## src/design/rhc_pkg.sv

```systemverilog
// ----------------------------------------------------------------------------
// rhc_pkg
// Types and constants shared by the RGB to HSV converter.
// ----------------------------------------------------------------------------
package rhc_pkg;

  localparam int CH_W  = 8;   // channel width
  localparam int HUE_W = 15;  // hue width, 1/64 degree units
  localparam int QW    = 12;  // quotient bits produced by the divider chain

  localparam logic [HUE_W-1:0] HUE_GREEN = 15'd7680;
  localparam logic [HUE_W-1:0] HUE_BLUE  = 15'd15360;
  localparam logic [HUE_W-1:0] HUE_FULL  = 15'd23040;

  // pipeline length: front stage, one stage per quotient bit, output stage
  localparam int NSTAGE = QW + 2;

  typedef enum logic [1:0] {
    SECT_RED,
    SECT_GREEN,
    SECT_BLUE
  } sect_t;

  typedef struct packed {
    logic [CH_W-1:0] red;
    logic [CH_W-1:0] green;
    logic [CH_W-1:0] blue;
  } pix_in_t;

  typedef struct packed {
    logic [HUE_W-1:0] hue;
    logic [CH_W-1:0]  saturation;
    logic [CH_W-1:0]  value;
  } hsv_out_t;

  // in-flight state of one pixel; the *_acc fields hold the remaining
  // dividend bits at the top and the quotient bits shifted in at the bottom
  typedef struct packed {
    logic [CH_W-1:0] h_rem;
    logic [QW-1:0]   h_acc;
    logic [CH_W-1:0] s_rem;
    logic [QW-1:0]   s_acc;
    logic [CH_W-1:0] delta;
    logic [CH_W-1:0] value;
    logic            neg;
    logic            grey;
    sect_t           sect;
  } pipe_t;

endpackage

```

## src/design/rhc_div_step.sv

```systemverilog
// ----------------------------------------------------------------------------
// rhc_div_step
// One restoring division step for both the hue and the saturation quotient.
// ----------------------------------------------------------------------------
module rhc_div_step
  import rhc_pkg::*;
(
  input  pipe_t cur,
  output pipe_t nxt
);

  logic [CH_W:0] h_ext;
  logic [CH_W:0] s_ext;
  logic          h_ge;
  logic          s_ge;

  always_comb begin
    nxt   = cur;
    // hue: divide by delta
    h_ext = {cur.h_rem, cur.h_acc[QW-1]};
    h_ge  = (h_ext >= {1'b0, cur.delta});
    nxt.h_rem = h_ge ? CH_W'(h_ext - {1'b0, cur.delta}) : h_ext[CH_W-1:0];
    nxt.h_acc = {cur.h_acc[QW-2:0], h_ge};
    // saturation: divide by max
    s_ext = {cur.s_rem, cur.s_acc[QW-1]};
    s_ge  = (s_ext >= {1'b0, cur.value});
    nxt.s_rem = s_ge ? CH_W'(s_ext - {1'b0, cur.value}) : s_ext[CH_W-1:0];
    nxt.s_acc = {cur.s_acc[QW-2:0], s_ge};
  end

endmodule

```

## src/design/rgb_to_hsv_converter.sv

```systemverilog
// ----------------------------------------------------------------------------
// rgb_to_hsv_converter
// Pipelined RGB to HSV conversion, one pixel per clock while out_stall is low.
// ----------------------------------------------------------------------------
//
//  channel | ports                               | payload
//  --------+-------------------------------------+-----------------------------
//  in      | in_valid, in_stall (out), in_data   | red, green, blue (8b each)
//  out     | out_valid, out_stall (in), out_data | hue (15b), saturation, value
//
//  One pixel per clock sustained while out_stall is low; 14 register stages: a front stage
//  (max/min/sector), 12 restoring divider steps (one quotient bit each),
//  and the output stage that applies the sector base and hue wrap.
//  Reset (rst_n low, synchronous) clears all stage valid bits only.
//  The load-enable chain carries a stall back to the input in the same cycle;
//  empty stages still fill, so bubbles collapse and in_stall rises only when
//  every stage holds a request and out_stall is high.
//
module rgb_to_hsv_converter
  import rhc_pkg::*;
(
  input  logic     clk,
  input  logic     rst_n,
  input  logic     in_valid,
  output logic     in_stall,
  input  pix_in_t  in_data,
  output logic     out_valid,
  input  logic     out_stall,
  output hsv_out_t out_data
);

  // valid bits: [0] front, [1..QW] divider steps, [NSTAGE-1] output
  logic [NSTAGE-1:0] v_r;
  logic [NSTAGE-1:0] rdy;

  pipe_t    pipe_r   [0:QW];
  pipe_t    step_nxt [1:QW];
  pipe_t    front_nxt;
  hsv_out_t out_r;
  hsv_out_t out_nxt;

  // --------------------------------------------------------------------------
  // Stage load enables: a stage may load when it is empty or its contents
  // move on in the same cycle.
  // --------------------------------------------------------------------------
  always_comb begin
    rdy[NSTAGE-1] = !v_r[NSTAGE-1] || !out_stall;
    for (int k = NSTAGE - 2; k >= 0; k--) begin
      rdy[k] = !v_r[k] || rdy[k+1];
    end
  end

  assign in_stall = !rdy[0];

  // --------------------------------------------------------------------------
  // Front stage: max, min, sector and the two dividends.
  //   hue dividend = 3840 * |diff| = (15 * |diff|) << 8
  //   sat dividend = (255 * delta) << 4; four extra quotient bits are
  //   dropped at the output, which leaves floor(255*delta/max).
  // --------------------------------------------------------------------------
  logic [CH_W-1:0] mx;
  logic [CH_W-1:0] mn;
  logic [CH_W-1:0] dlt;
  logic [CH_W-1:0] op_a;
  logic [CH_W-1:0] op_b;
  logic [CH_W-1:0] mag;
  logic [QW-1:0]   mag15;
  logic [2*CH_W-1:0] s16;
  sect_t           sect;

  always_comb begin
    mx  = (in_data.red > in_data.green) ? in_data.red : in_data.green;
    mx  = (mx > in_data.blue) ? mx : in_data.blue;
    mn  = (in_data.red < in_data.green) ? in_data.red : in_data.green;
    mn  = (mn < in_data.blue) ? mn : in_data.blue;
    dlt = mx - mn;

    // ties go to red, then green
    if (in_data.red >= mx) begin
      sect = SECT_RED;
      op_a = in_data.green;
      op_b = in_data.blue;
    end else if (in_data.green >= mx) begin
      sect = SECT_GREEN;
      op_a = in_data.blue;
      op_b = in_data.red;
    end else begin
      sect = SECT_BLUE;
      op_a = in_data.red;
      op_b = in_data.green;
    end

    mag   = (op_a < op_b) ? (op_b - op_a) : (op_a - op_b);
    mag15 = QW'({mag, 4'b0000}) - QW'(mag);
    s16   = {dlt, 8'h00} - (2*CH_W)'(dlt);

    front_nxt.h_rem = mag15[QW-1:4];
    front_nxt.h_acc = {mag15[3:0], 8'h00};
    front_nxt.s_rem = s16[2*CH_W-1:CH_W];
    front_nxt.s_acc = {s16[CH_W-1:0], 4'b0000};
    front_nxt.delta = dlt;
    front_nxt.value = mx;
    front_nxt.neg   = (op_a < op_b);
    front_nxt.grey  = (dlt == '0);
    front_nxt.sect  = sect;
  end

  // --------------------------------------------------------------------------
  // Divider chain: one quotient bit per stage.
  // --------------------------------------------------------------------------
  for (genvar k = 1; k <= QW; k++) begin : g_step
    rhc_div_step u_step (
      .cur (pipe_r[k-1]),
      .nxt (step_nxt[k])
    );
  end

  // --------------------------------------------------------------------------
  // Output stage: sector base plus signed offset, wrapped into one turn.
  // Grey pixels force hue and saturation to zero.
  // --------------------------------------------------------------------------
  logic [HUE_W-1:0] base;
  logic [HUE_W-1:0] q;

  always_comb begin
    case (pipe_r[QW].sect)
      SECT_RED:   base = '0;
      SECT_GREEN: base = HUE_GREEN;
      SECT_BLUE:  base = HUE_BLUE;
      default:    base = '0;
    endcase
    q = HUE_W'(pipe_r[QW].h_acc);

    if (!pipe_r[QW].neg) begin
      out_nxt.hue = base + q;
    end else if (q > base) begin
      out_nxt.hue = HUE_W'({1'b0, base} + {1'b0, HUE_FULL} - {1'b0, q});
    end else begin
      out_nxt.hue = base - q;
    end
    out_nxt.saturation = pipe_r[QW].s_acc[QW-1:4];
    out_nxt.value      = pipe_r[QW].value;

    if (pipe_r[QW].grey) begin
      out_nxt.hue        = '0;
      out_nxt.saturation = '0;
    end
  end

  // --------------------------------------------------------------------------
  // Registers
  // --------------------------------------------------------------------------
  always_ff @(posedge clk) begin
    if (!rst_n) begin
      v_r <= '0;
    end else begin
      if (rdy[0]) begin
        v_r[0] <= in_valid;
      end
      for (int k = 1; k < NSTAGE; k++) begin
        if (rdy[k]) begin
          v_r[k] <= v_r[k-1];
        end
      end
    end
  end

  always_ff @(posedge clk) begin
    if (rdy[0]) begin
      pipe_r[0] <= front_nxt;
    end
    for (int k = 1; k <= QW; k++) begin
      if (rdy[k]) begin
        pipe_r[k] <= step_nxt[k];
      end
    end
    if (rdy[NSTAGE-1]) begin
      out_r <= out_nxt;
    end
  end

  assign out_valid = v_r[NSTAGE-1];
  assign out_data  = out_r;

`ifndef ASSERT_OFF
  // hue always lands inside one turn
  a_hue_range: assert property (@(posedge clk) disable iff (!rst_n)
    out_valid |-> (out_data.hue < HUE_FULL))
    else $error("hue out of range");

  // black carries no hue or saturation
  a_black: assert property (@(posedge clk) disable iff (!rst_n)
    (out_valid && out_data.value == '0) |->
      (out_data.hue == '0 && out_data.saturation == '0))
    else $error("black pixel with nonzero hue or saturation");

  // input is held off only when every stage is occupied
  a_full_stall: assert property (@(posedge clk) disable iff (!rst_n)
    in_stall |-> (&v_r))
    else $error("input stalled with an empty stage");

  // reset empties the pipeline
  a_reset_empty: assert property (@(posedge clk)
    !rst_n |=> !out_valid)
    else $error("output valid after reset");
`endif

endmodule
```

## config.mk

```make
export PLATFORM = sky130hd
export DESIGN_NAME = rgb_to_hsv_converter
export DESIGN_NICKNAME = d
export VERILOG_FILES = /design/src/design/rhc_pkg.sv /design/src/design/rhc_div_step.sv /design/src/design/rgb_to_hsv_converter.sv
export SDC_FILE = /design/constraint.sdc
export NUM_CORES = 1
export LEC_CHECK = 0
export BUFFER_PORTS_ARGS = -buffer_cell sky130_fd_sc_hd__buf_2
export CELL_PAD_IN_SITES_DETAIL_PLACEMENT = 1
export CELL_PAD_IN_SITES_GLOBAL_PLACEMENT = 1
export CORE_UTILIZATION = 47
export DETAILED_ROUTE_END_ITERATION = 8
export PLACE_DENSITY = 0.84
export RECOVER_POWER = 25
export SETUP_SLACK_MARGIN = 0.4
export SLEW_MARGIN = 10
export SYNTH_ARGS = -nofsm -noshare
export SYNTH_HDL_FRONTEND = slang
export SYNTH_SLANG_ARGS = --single-unit
```

## constraint.sdc

```tcl
create_clock -name clk -period 10.05 [get_ports clk]
set_input_delay 1.5075 -clock clk [delete_from_list [all_inputs] [get_ports clk]]
set_output_delay 1.5075 -clock clk [all_outputs]
set_load 0.005 [all_outputs]
```

# After elaboration in Yosys (flattened, before gate mapping)
# Memories as Yosys holds them, arrays and structs flattened.
# Cells that the tools add are included.
# word_totals
reg_bits	45
ram_bits	780
in_bits	28
out_inout_bits	33
word_cells	180
mem_count	1
# op_classes
n_addsub	33
magnitude_cmp	32
n_eq_ne	2
n_mux	64
reduce_logical	31
# memory_table
memory	words	word_bits	rd	rd_clocked_by_memory_dff	wr	line	text
pipe_r	13	60	13	0	13	rgb_to_hsv_converter.sv:36	pipe_t pipe_r [0:QW];
# op_table
op	count
two-way mux 8 bit	33
>= comparator 9 x 8 -> 1 bit	24
subtractor 8 bit	27
two-way mux 15 bit	2
subtractor 15 x 12 -> 15 bit	2
one-hot mux 14 bit (2 select lines)	1
two-way mux 1 bit	26
less-than comparator 8 bit	3
>= comparator 8 bit	2
greater-than comparator 8 bit	2
logical NOT 1 bit	16
subtractor 16 x 8 -> 16 bit	1
adder 14 x 15 -> 15 bit (second input constant)	1
adder 15 x 12 -> 15 bit	1
greater-than comparator 12 x 15 -> 1 bit	1
logical OR 1 bit	14
subtractor 12 x 8 -> 12 bit	1
logical NOT 8 bit	1
two-way mux 2 bit	2
== test 2 x 1 -> 1 bit (second input constant)	1
== test 2 bit (second input constant)	1

# Longest topological paths before layout
# Gate-level depths: netlist (run 1).
# depth
word_depth	17
depth_mapped	51

# Cells and area by module
# A second synthesis (run 1) with hierarchy kept.
# unflattened
hier_cells	3543
hier_area_um2	43940.9
# by_module_without_submodules
mod	n_inst	cells_per_inst	area_per_inst_um2	seq_area_each_um2
rgb_to_hsv_converter	1	1464	28050.7	23402.4
rhc_div_step at g_step[12].u_step ...	5	175	1332.5	0.0
rhc_div_step at g_step[10].u_step ...	5	174	1323.8	0.0
rhc_div_step at g_step[8].u_step	1	168	1310.0	0.0
rhc_div_step at g_step[7].u_step	1	166	1298.7	0.0

# Least setup slack after synthesis (run 1)
# OpenSTA, ideal clock, no wires.
# synth_timing
path_type	input to register
start	input in_data[15] in the netlist's numbering
end	memory pipe_r[0][59] in the netlist's numbering, data pin
setup_ns	0.265
t_arrival_ns	10.000
path_slack_ns	-0.214
stages	48
path_cell_list	inv_1 ha_1 nand4_1 nor2_1 a211o_1 nand2_1 clkbuf_1 nand2_1 o21ai_0 ha_1 a211oi_2 nor2_1 nand4bb_2 and2_1 buf_6 clkbuf_1 nor2_1 a21o_1 [12 not listed] ha_1 clkbuf_1 nand3_1 a21o_1 a31o_2 nand2_1 inv_1 clkbuf_1 nor2_1 o22ai_1 xnor2_1 ha_1 and3_1 nor3b_1 a211o_1 a221oi_2 o211ai_1 xor2_1
# synth_rtl
item	line	text
start, declared	rgb_to_hsv_converter.sv:26	input pix_in_t in_data,
end, declared	rgb_to_hsv_converter.sv:36	

==> results of run 1 <==
worst max-delay path: cells and delay by family:
| kind | cells | cell delay (ns) |
|---|---|---|
| AO/OA/AOI/OAI | 18 | 3.15 |
| AND/OR/NAND/NOR | 17 | 2.61 |
| XOR/XNOR | 2 | 0.38 |
| buffers and inverters | 3 | 0.22 |
| adder cells (fa/ha/maj) | 5 | 1.51 |
how the worst max path moves through the flow:
stage                                    endpoint  cells past startpoint
after detailed placement  pipe_r[0][59]$_DFFE_PN_                     44
after floorplan           pipe_r[0][59]$_DFFE_PN_                     46
after global routing      pipe_r[0][59]$_DFFE_PN_                     45
after CTS                 pipe_r[0][59]$_DFFE_PN_                     44
final                     pipe_r[0][59]$_DFFE_PN_                     45
after global placement    pipe_r[0][59]$_DFFE_PN_                     44
cell usage after synthesis, drive strengths merged (20+ instances only):
cell type	count
edfxtp	627
inv	294
o21ai	243
ha	235
nand2	184
nor2	140
a21oi	89
nor2b	76
nand2b	60
xor2	56
a21o	49
and2	48
o31ai	42
xnor2	37
nand4	36
clkbuf	34
fa	22
o211a	22
nand3	21
or4	21
o21a	20
state kept, by name (all words and copies together) (netlist names):
name and cells:
pipe_r 596, out_data 31, v_r 14
metrics by stage:
| stage | setup WS [ns] | hold slack (ns) | area, um^2 | instances | util, % |
|---|---|---|---|---|---|
| final | 1.03 | 0.395 | 35800 | 3636 | 54.5 |
| after global routing | 0.433 | 0.421 | 35800 | 3636 | 54.5 |
| after global placement | 0.195 | 0.400 | 33700 | 3520 | 51.2 |
| after detailed placement | 0.0305 | 0.406 | 33700 | 3520 | 51.2 |
| after floorplan | 0.346 | 0.400 | 31500 | 2502 | - |
| after CTS | 0.662 | 0.405 | 35800 | 3635 | 54.4 |
what timing repair did:
item                                    CTS  global route
setup buffers                             0             1
resized for setup                         0            15
hold buffers                              0             0
endpoints found under the setup margin    0             7
routing by layer:
layer,part of all wire [%],track usage [%]
met5,0.015,0
met4,3.9,8.99
met3,2.7,2.75
met2,57,46.2
met1,36,22.3
final cells by class:
class	instances	area share (%)
Timing Repair Buffer	193	3.62
Multi-Input combinational cell	1529	31.1
Clock inverter	33	1.00
Clock buffer	82	4.82
Tap cell	864	3.02
Inverter	294	3.13
Sequential cell	641	53.3
cells by family after synthesis:
| kind of cell | synth area share [%] |
|---|---|
| simple gates | 10.2 |
| xor+xnor | 2.61 |
| mux | 0.545 |
| fa+ha+maj | 10.8 |
| compound gates | 10.7 |
| buf+inv | 4.02 |
| flops | 61.2 |
placed cells by master (no fill, tap or decap), types with 18 or more instances in the layout:
master,instances
edfxtp_1,627
inv_1,285
o21ai_0,229
ha_1,227
nand2_1,178
nor2_1,136
buf_4,133
a21oi_1,89
nor2b_1,75
clkbuf_16,63
nand2b_1,60
buf_2,60
xor2_1,55
a21o_1,49
and2_1,47
o31ai_1,41
nand4_1,36
xnor2_1,35
o211a_1,22
or4_1,21
fa_1,21
o21a_1,20
nand3_1,18
==> flow_summary.toml, run 1 <==
[sta]
setup-violations-final = 0
max-slew-margin-rel_pct = 19.9
hold_violations = 0
rsz0062_at_grt = "no"
fmax_ghz = 0.111
fin_setup_tns_ns = 0
tightest_slew_ns = 1.20
clock_skew_ns = 0.0227
finalCriticalPeriod_ns = 9.02
final_max_slew_viol_count = 0
fin_crit_sh_pct = 89.8

[run_status]
status = "finished, final reports clean"

[die]
rows = 94
start_util_pct = 47.5
dieArea_mm2 = 0.0675
pin_count = 61
core-area_mm2 = 0.0657
fp.dieH_um = 260
die_w_um = 260

[logic_synthesis]
synthDistinctLibCells = 71
yosys_warnings = 0
synth_top_area_share_pct = 60.3
synth_area_per_cell_um2 = 12.5
ys_seq_area_share_pct = 61.2
async_flop_share_pct = 0
ys_ff_latch = 641
synth_cells = 2502
synthTopCellsByArea = "edfxtp_1 (60%), ha_1 (9.4%), o21ai_0 (3.8%), inv_1 (3.5%), nand2_1 (2.2%)"
ys.flop_type = "edfxtp_1"
synth_edf_count = 627
synth_nets = 2787
syn-cell-area_mm2 = 0.0312
synth_largest_area_cell = "edfxtp_1"

[setup_path]
rr_startpoint = "pipe_r[0][133]$_DFFE_PP_"
slowest_delay_ns = 0.41
critPathKind = "primary input to flop"
worstSetupStartpointType = "primary input"
cp-end-kind = "flop"
reg2regPathDepth = 14
cp.arrival_ns = 9.39
crit_required_ns = 10.42
cp-startpoint = "in_data[12]"
r2r_setup_slack_ns = 5.99
crit_fanout = 11
crit_slowest_cell = "or3_1"
r2r_end = "pipe_r[0][238]$_DFFE_PP_"

[clock_tree]
h-tree-depth = 2
cts_tree = "yes"
path_clk_slew_ns = 0.07
clock-sinks = 641
ctsRootBufferMaster = "clkbuf_16"
clock_latency_ns = 0.63
cts_buffers = 61
cts_max_path_buffers = 3

[route]
vias_per_cell = 5.50
drcViolationCount = 0
postRouteAntennaNets = 0
wl_per_cell_um = 20.7
num_vias = 20000
drt_pass1_iterations = 5
dr.first_iter.drc_count = 1132
postRouteWirelength_um = 75200

[layout]
final-seq-area_mm2 = 0.0191
area_growth_pct = 14.7
multi_input_area_mm2 = 0.0111
final_nets = 3005
drive_gt1_share_pct = 12.7
num-fill-cells = 6657
n_antenna_cell = 0

[worst_hold_path]
worstHoldPathType = "flop to flop"
hold_path_end = "pipe_r[1][1]$_DFFE_PP_"
hold_start = "pipe_r[0][421]$_DFFE_PP_"
whs_path_depth = 0

[grt]
grtUsageTotal_pct = 22.5
antenna_found_initial = 1
grt_max_degree = 51
grt_pass1_wl_um = 120000
grt_pass1_vias = 22600
overflow = 0

[place]
port_buffers = 60
hpwl_um = 56900
place_congestion = 0.913

[run]
cap_violations = 0
Power of run 1 is left out: the tool's default activity adds up to more than one toggle a clock period on the data nets, which glitch-free logic cannot reach.
==> inputs of run 2 (changes only) <==
--- a/config.mk
+++ b/config.mk
@@ -8,11 +8,11 @@
 export BUFFER_PORTS_ARGS = -buffer_cell sky130_fd_sc_hd__buf_2
 export CELL_PAD_IN_SITES_DETAIL_PLACEMENT = 1
 export CELL_PAD_IN_SITES_GLOBAL_PLACEMENT = 1
-export CORE_UTILIZATION = 47
+export CORE_UTILIZATION = 30
+export CTS_BUF_LIST = sky130_fd_sc_hd__clkbuf_8
 export DETAILED_ROUTE_END_ITERATION = 8
-export PLACE_DENSITY = 0.84
+export PLACE_DENSITY = 0.61
 export RECOVER_POWER = 25
-export SETUP_SLACK_MARGIN = 0.4
 export SLEW_MARGIN = 10
 export SYNTH_ARGS = -nofsm -noshare
 export SYNTH_HDL_FRONTEND = slang
==> run 2 against run 1 <==
Die area up 56%. Register-to-register slack improved by 0.27 ns. Core utilization fell by 20 points. Maximum frequency is 5.1% lower. Routed wire length is 17% lower. Via count shrank 4.6%. Hold slack worse by 0.015 ns. Setup slack got worse by 0.48 ns. Critical path type unchanged.
==> flow_summary.toml, run 2 (synthesized netlist as in run 1, its figures left out) <==
[sta]
fin_setup_tns_ns = 0
final_max_slew_viol_count = 0
finalCriticalPeriod_ns = 9.50
setup-violations-final = 0
rsz0062_at_grt = "no"
holdWs_ns = 0.380
max-slew-margin-rel_pct = 22.8
fmax_ghz = 0.105
clock_skew_ns = 0.0375
tightest_slew_ns = 1.15
fin_crit_sh_pct = 94.5
setup_ws_ns = 0.548
hold_violations = 0

[route]
num_vias = 19100
drt_pass1_iterations = 4
dr.first_iter.drc_count = 600
drcViolationCount = 0
wl_per_cell_um = 15.0
postRouteWirelength_um = 62200
postRouteAntennaNets = 0
vias_per_cell = 4.59

[grt]
busiest_layer = "met2"
overflow = 0
met3_usage_pct = 2.16
grt_pass1_wl_um = 104000
grt_max_degree = 51
grt_pass1_vias = 21000
met2_usage_pct = 22.7
grtUsageTotal_pct = 11.9
met1_usage_pct = 12.6
antenna_found_initial = 3

[power]
combPwrFrac_pct = 45.5
p_leak_nw = 14.9
seqPwrFrac_pct = 39.3
switching_power_mw = 4.93
clkPwrFrac_pct = 15.2
powerDensity_mw_per_mm2 = 376
peakVddDrop_uv = 201
swShare_pct = 36.8
intPower_mw = 8.46
p_total_mw = 13.4

[layout]
area_growth_pct = 14.1
layout_common_cells = "edfxtp_1 (627), inv_1 (332), ha_1 (235)"
largest_register = "pipe_r"
largest_register_ffs = 596
final_nets = 2993
final_common_cell = "edfxtp_1"
drive_gt1_share_pct = 10.6

[worst_hold_path]
worstHoldPathType = "flop to flop"
whs_path_depth = 0
hold_start = "pipe_r[0][300]$_DFFE_PP_"
hold_path_end = "pipe_r[0][360]$_DFFE_PP_"

[clock_tree]
path_clk_slew_ns = 0.06
hold_buffers = 0
cts_max_path_buffers = 3
cts_tree = "yes"
h-tree-depth = 3
clock_latency_ns = 0.68
ctsRootBufferMaster = "clkbuf_8"
cts_buffers = 104
clock-sinks = 641

[setup_path]
crit_required_ns = 10.57
cp-end-kind = "flop"
critPathKind = "primary input to flop"
crit_top_cell = "nor2_1"
crit_family = "compound AO/OA/AOI/OAI gates"
crit_slowest_cell = "o41ai_1"
slowest_delay_ns = 0.49
cp-startpoint = "in_data[15]"
cp.arrival_ns = 10.02
worstSetupStartpointType = "primary input"
rr_startpoint = "pipe_r[0][193]$_DFFE_PP_"
r2r_end = "pipe_r[0][296]$_DFFE_PP_"
crit_fanout = 11
critPathBufInv = 6
reg2regPathDepth = 14
r2r_setup_slack_ns = 6.26

[die]
rows = 117
core-area_mm2 = 0.102
dieArea_mm2 = 0.105
start_util_pct = 30.5
die_w_um = 325
fp.dieH_um = 325
pin_count = 61

[run_status]
status = "finished, final reports clean"

[place]
hpwl_um = 48900
pre_cts_ws_ns = -0.166
place_congestion = 0.861
port_buffers = 60

[run]
cap_violations = 0
## run 2: changes by cell type in the layout (fill, tap and decap cells not counted), moves of 8 or more
cell,delta
clkbuf_8,+101
clkbuf_16,-63
buf_4,-56
inv_1,+47
clkbuf_1,-11
clkinv_1,+9
ha_1,+8
ha_4,-8
## run 2: per-layer routing
layer,wire (um),part of all wire (%)
met5,27,0.043
met4,2210,3.6
met3,2120,3.4
met2,33100,53
met1,24700,40
## run 2: worst max path at each step
stage          slack [ns]                      end  cells past startpoint
2_1_floorplan       0.002  pipe_r[0][59]$_DFFE_PN_                     48
3_3_place_gp         0.05  pipe_r[0][59]$_DFFE_PN_                     42
3_5_place_dp        -0.17  pipe_r[0][59]$_DFFE_PN_                     44
4_1_cts              0.54  pipe_r[0][59]$_DFFE_PN_                     44
5_1_grt             0.006  pipe_r[0][57]$_DFFE_PN_                     45
6_report             0.55  pipe_r[0][58]$_DFFE_PN_                     47
## run 2: what timing repair did
item	in CTS	in global routing
gates resized for setup	0	6
buffers inserted	0	1
endpoints found under the setup margin	0	5
## run 2: metrics by stage
step	std cells	area [um^2]	util, %
2_1_floorplan	2502	31200	-
3_3_place_gp	3969	33700	32.9
3_5_place_dp	3969	33700	32.9
4_1_cts	4154	35600	34.7
5_1_grt	4156	35600	34.8
6_report	4156	35600	34.8
## run 2: final cells by class
cell class              instances  area (um^2)
fillers                     11200        66900
flip-flops and latches        641        19100
multi-input cells            1529        10900
well taps                    1368         1710
clock buffers                 109         1500
inverters                     294         1100
repair buffers                138          898
clock inverters                76          397
diodes                          1         2.50
## run 2: power by group through the flow
| stage | clock [mW] | sequential (mW) | combinational [mW] |
|---|---|---|---|
| floorplan | 0 | 5.06 | 4.42 |
| global placement | 0 | 5.27 | 5.86 |
| detailed placement | 0 | 5.34 | 6.16 |
| CTS | 2.14 | 5.29 | 6.20 |
| global route | 2.24 | 5.40 | 6.93 |
| finish | 2.04 | 5.26 | 6.10 |
Note: power is estimated with default switching activity, not from simulation.
==> inputs of run 3 (changes only) <==
--- a/config.mk
+++ b/config.mk
@@ -5,13 +5,13 @@
 export SDC_FILE = /design/constraint.sdc
 export NUM_CORES = 1
 export LEC_CHECK = 0
-export BUFFER_PORTS_ARGS = -buffer_cell sky130_fd_sc_hd__buf_2
 export CELL_PAD_IN_SITES_DETAIL_PLACEMENT = 1
 export CELL_PAD_IN_SITES_GLOBAL_PLACEMENT = 1
 export CORE_UTILIZATION = 30
 export CTS_BUF_LIST = sky130_fd_sc_hd__clkbuf_8
 export DETAILED_ROUTE_END_ITERATION = 8
-export PLACE_DENSITY = 0.61
+export DONT_BUFFER_PORTS = 1
+export PLACE_DENSITY = 0.6
 export RECOVER_POWER = 25
 export SLEW_MARGIN = 10
 export SYNTH_ARGS = -nofsm -noshare
==> run 3 against run 2 <==
Sequential share of layout area up 0.56 points. Highest routed layer is now met4. Register-to-register slack better by 0.19 ns. Count of clock-buffer cells in the layout up 4. Die area unchanged. Critical endpoint unchanged. Largest power group unchanged. Hold slack better by 0.025 ns. Global-route usage down 0.35 points.
==> flow_summary.toml, run 3 (synthesized netlist as in run 1, its figures left out) <==
[sta]
max-slew-margin-rel_pct = 25.0
setup_ws_ns = 0.735
setup-violations-final = 0
final_max_slew_viol_count = 0
rsz0062_at_grt = "no"
finalCriticalPeriod_ns = 9.31
fin_crit_sh_pct = 92.7
hold_violations = 0
fmax_ghz = 0.107
tightest_slew_ns = 1.12
clock_skew_ns = 0.0333

[grt]
grt_pass1_vias = 20700
grtUsageTotal_pct = 11.6
overflow = 0
antenna_found_initial = 1
grt_pass1_wl_um = 101000
grt_max_degree = 51

[clock_tree]
hold_buffers = 0
postCtsSetupRepairBufs = 0
cts_tree = "yes"
ctsRootBufferMaster = "clkbuf_8"
clock_latency_ns = 0.70
h-tree-depth = 3
cts_resized = 0
cts_buffers = 108
cts_max_path_buffers = 3
clock-sinks = 641
path_clk_slew_ns = 0.06

[route]
dr.first_iter.drc_count = 595
postRouteAntennaNets = 0
vias_per_cell = 4.60
postRouteWirelength_um = 61600
wl_per_cell_um = 15.1
num_vias = 18800
drt_pass1_iterations = 4
drcViolationCount = 0

[setup_path]
cp-end-kind = "flop"
critPathKind = "primary input to flop"
r2r_setup_slack_ns = 6.45
cp.arrival_ns = 9.73
crit_top_cell = "ha_1"
slowest_delay_ns = 0.34
crit_fanout = 13
worstSetupStartpointType = "primary input"
crit_slowest_cell = "or3_1"
crit_required_ns = 10.47

[power]
p_total_mw = 13.3
peakVddDrop_uv = 179
p_leak_nw = 14.6
powerDensity_mw_per_mm2 = 377

[die]
core-area_mm2 = 0.102
dieArea_mm2 = 0.105
start_util_pct = 30.5
rows = 117
die_w_um = 325
fp.dieH_um = 325
pin_count = 61

[layout]
num-fill-cells = 11100
area_growth_pct = 12.9
final_nets = 2916
final_common_cell = "edfxtp_1"
largest_register_ffs = 596
largest_register = "pipe_r"
multi_input_area_mm2 = 0.0109
final-seq-area_mm2 = 0.0191
drive_gt1_share_pct = 8.16
layout_common_cells = "edfxtp_1 (627), inv_1 (336), o21ai_0 (236)"

[place]
pre_cts_ws_ns = -0.264
port_buffers = 0
hpwl_um = 47900
place_congestion = 0.829

[worst_hold_path]
worstHoldPathType = "flop to flop"

[run_status]
status = "finished, final reports clean"

[run]
cap_violations = 0
-- run 3: worst max-delay path: cells and delay by family --
kind	cells	cell delay, ns
buffers and inverters	5	0.58
XOR/XNOR	1	0.24
AND/OR/NAND/NOR	17	2.57
adder cells (fa/ha/maj)	5	1.49
AO/OA/AOI/OAI	16	3.32
-- run 3: layer usage --
| layer | up-vias | GRT usage (%) | routed length [um] |
|---|---|---|---|
| met1 | 9090 | 11.7 | 24000 |
| met4 | 0 | 4.57 | 1820 |
| met3 | 126 | 2.74 | 2930 |
| met5 | - | 0 | 0 |
| li1 | 9303 | - | - |
| met2 | 273 | 22.5 | 32900 |
-- run 3: metrics by stage --
stage	area [um^2]	cells	TNS, ns	hold WS (ns)	utilization (%)
floorplan	31200	2502	0	0.400	-
global placement	33300	3889	-0.0582	0.400	32.5
detailed placement	33300	3889	-1.04	0.405	32.5
CTS	35200	4087	0	0.407	34.4
global route	35300	4088	0	0.416	34.4
finish	35300	4088	0	0.406	34.4
-- run 3: area by class of cell --
| type | count | area share, % |
|---|---|---|
| flip-flops and latches | 641 | 54.2 |
| clock inverters | 85 | 1.21 |
| repair buffers | 57 | 1.25 |
| multi-input cells | 1529 | 30.9 |
| well taps | 1368 | 4.86 |
| clock buffers | 113 | 4.41 |
| diodes | 1 | 0.00710 |
| inverters | 294 | 3.13 |
-- run 3: final timing paths --
| kind | endpoint | from | cells past startpoint |
|---|---|---|---|
| worst max register to register | pipe_r[0][298]$_DFFE_PP_ | pipe_r[0][193]$_DFFE_PP_ | 14 |
| worst max-delay path | pipe_r[0][58]$_DFFE_PN_ | in_data[13] | 44 |
| worst min register to register | pipe_r[0][465]$_DFFE_PP_ | pipe_r[0][404]$_DFFE_PP_ | 0 |
| worst min-delay path | pipe_r[0][465]$_DFFE_PP_ | pipe_r[0][404]$_DFFE_PP_ | 0 |
-- run 3: where the power goes --
group	internal (mW)	leakage (nW)	total [mW]	switching [mW]
registers	4.70	6.69	5.26	0.559
clock network	1.09	1.18	2.10	1.01
logic	2.60	6.72	5.92	3.32
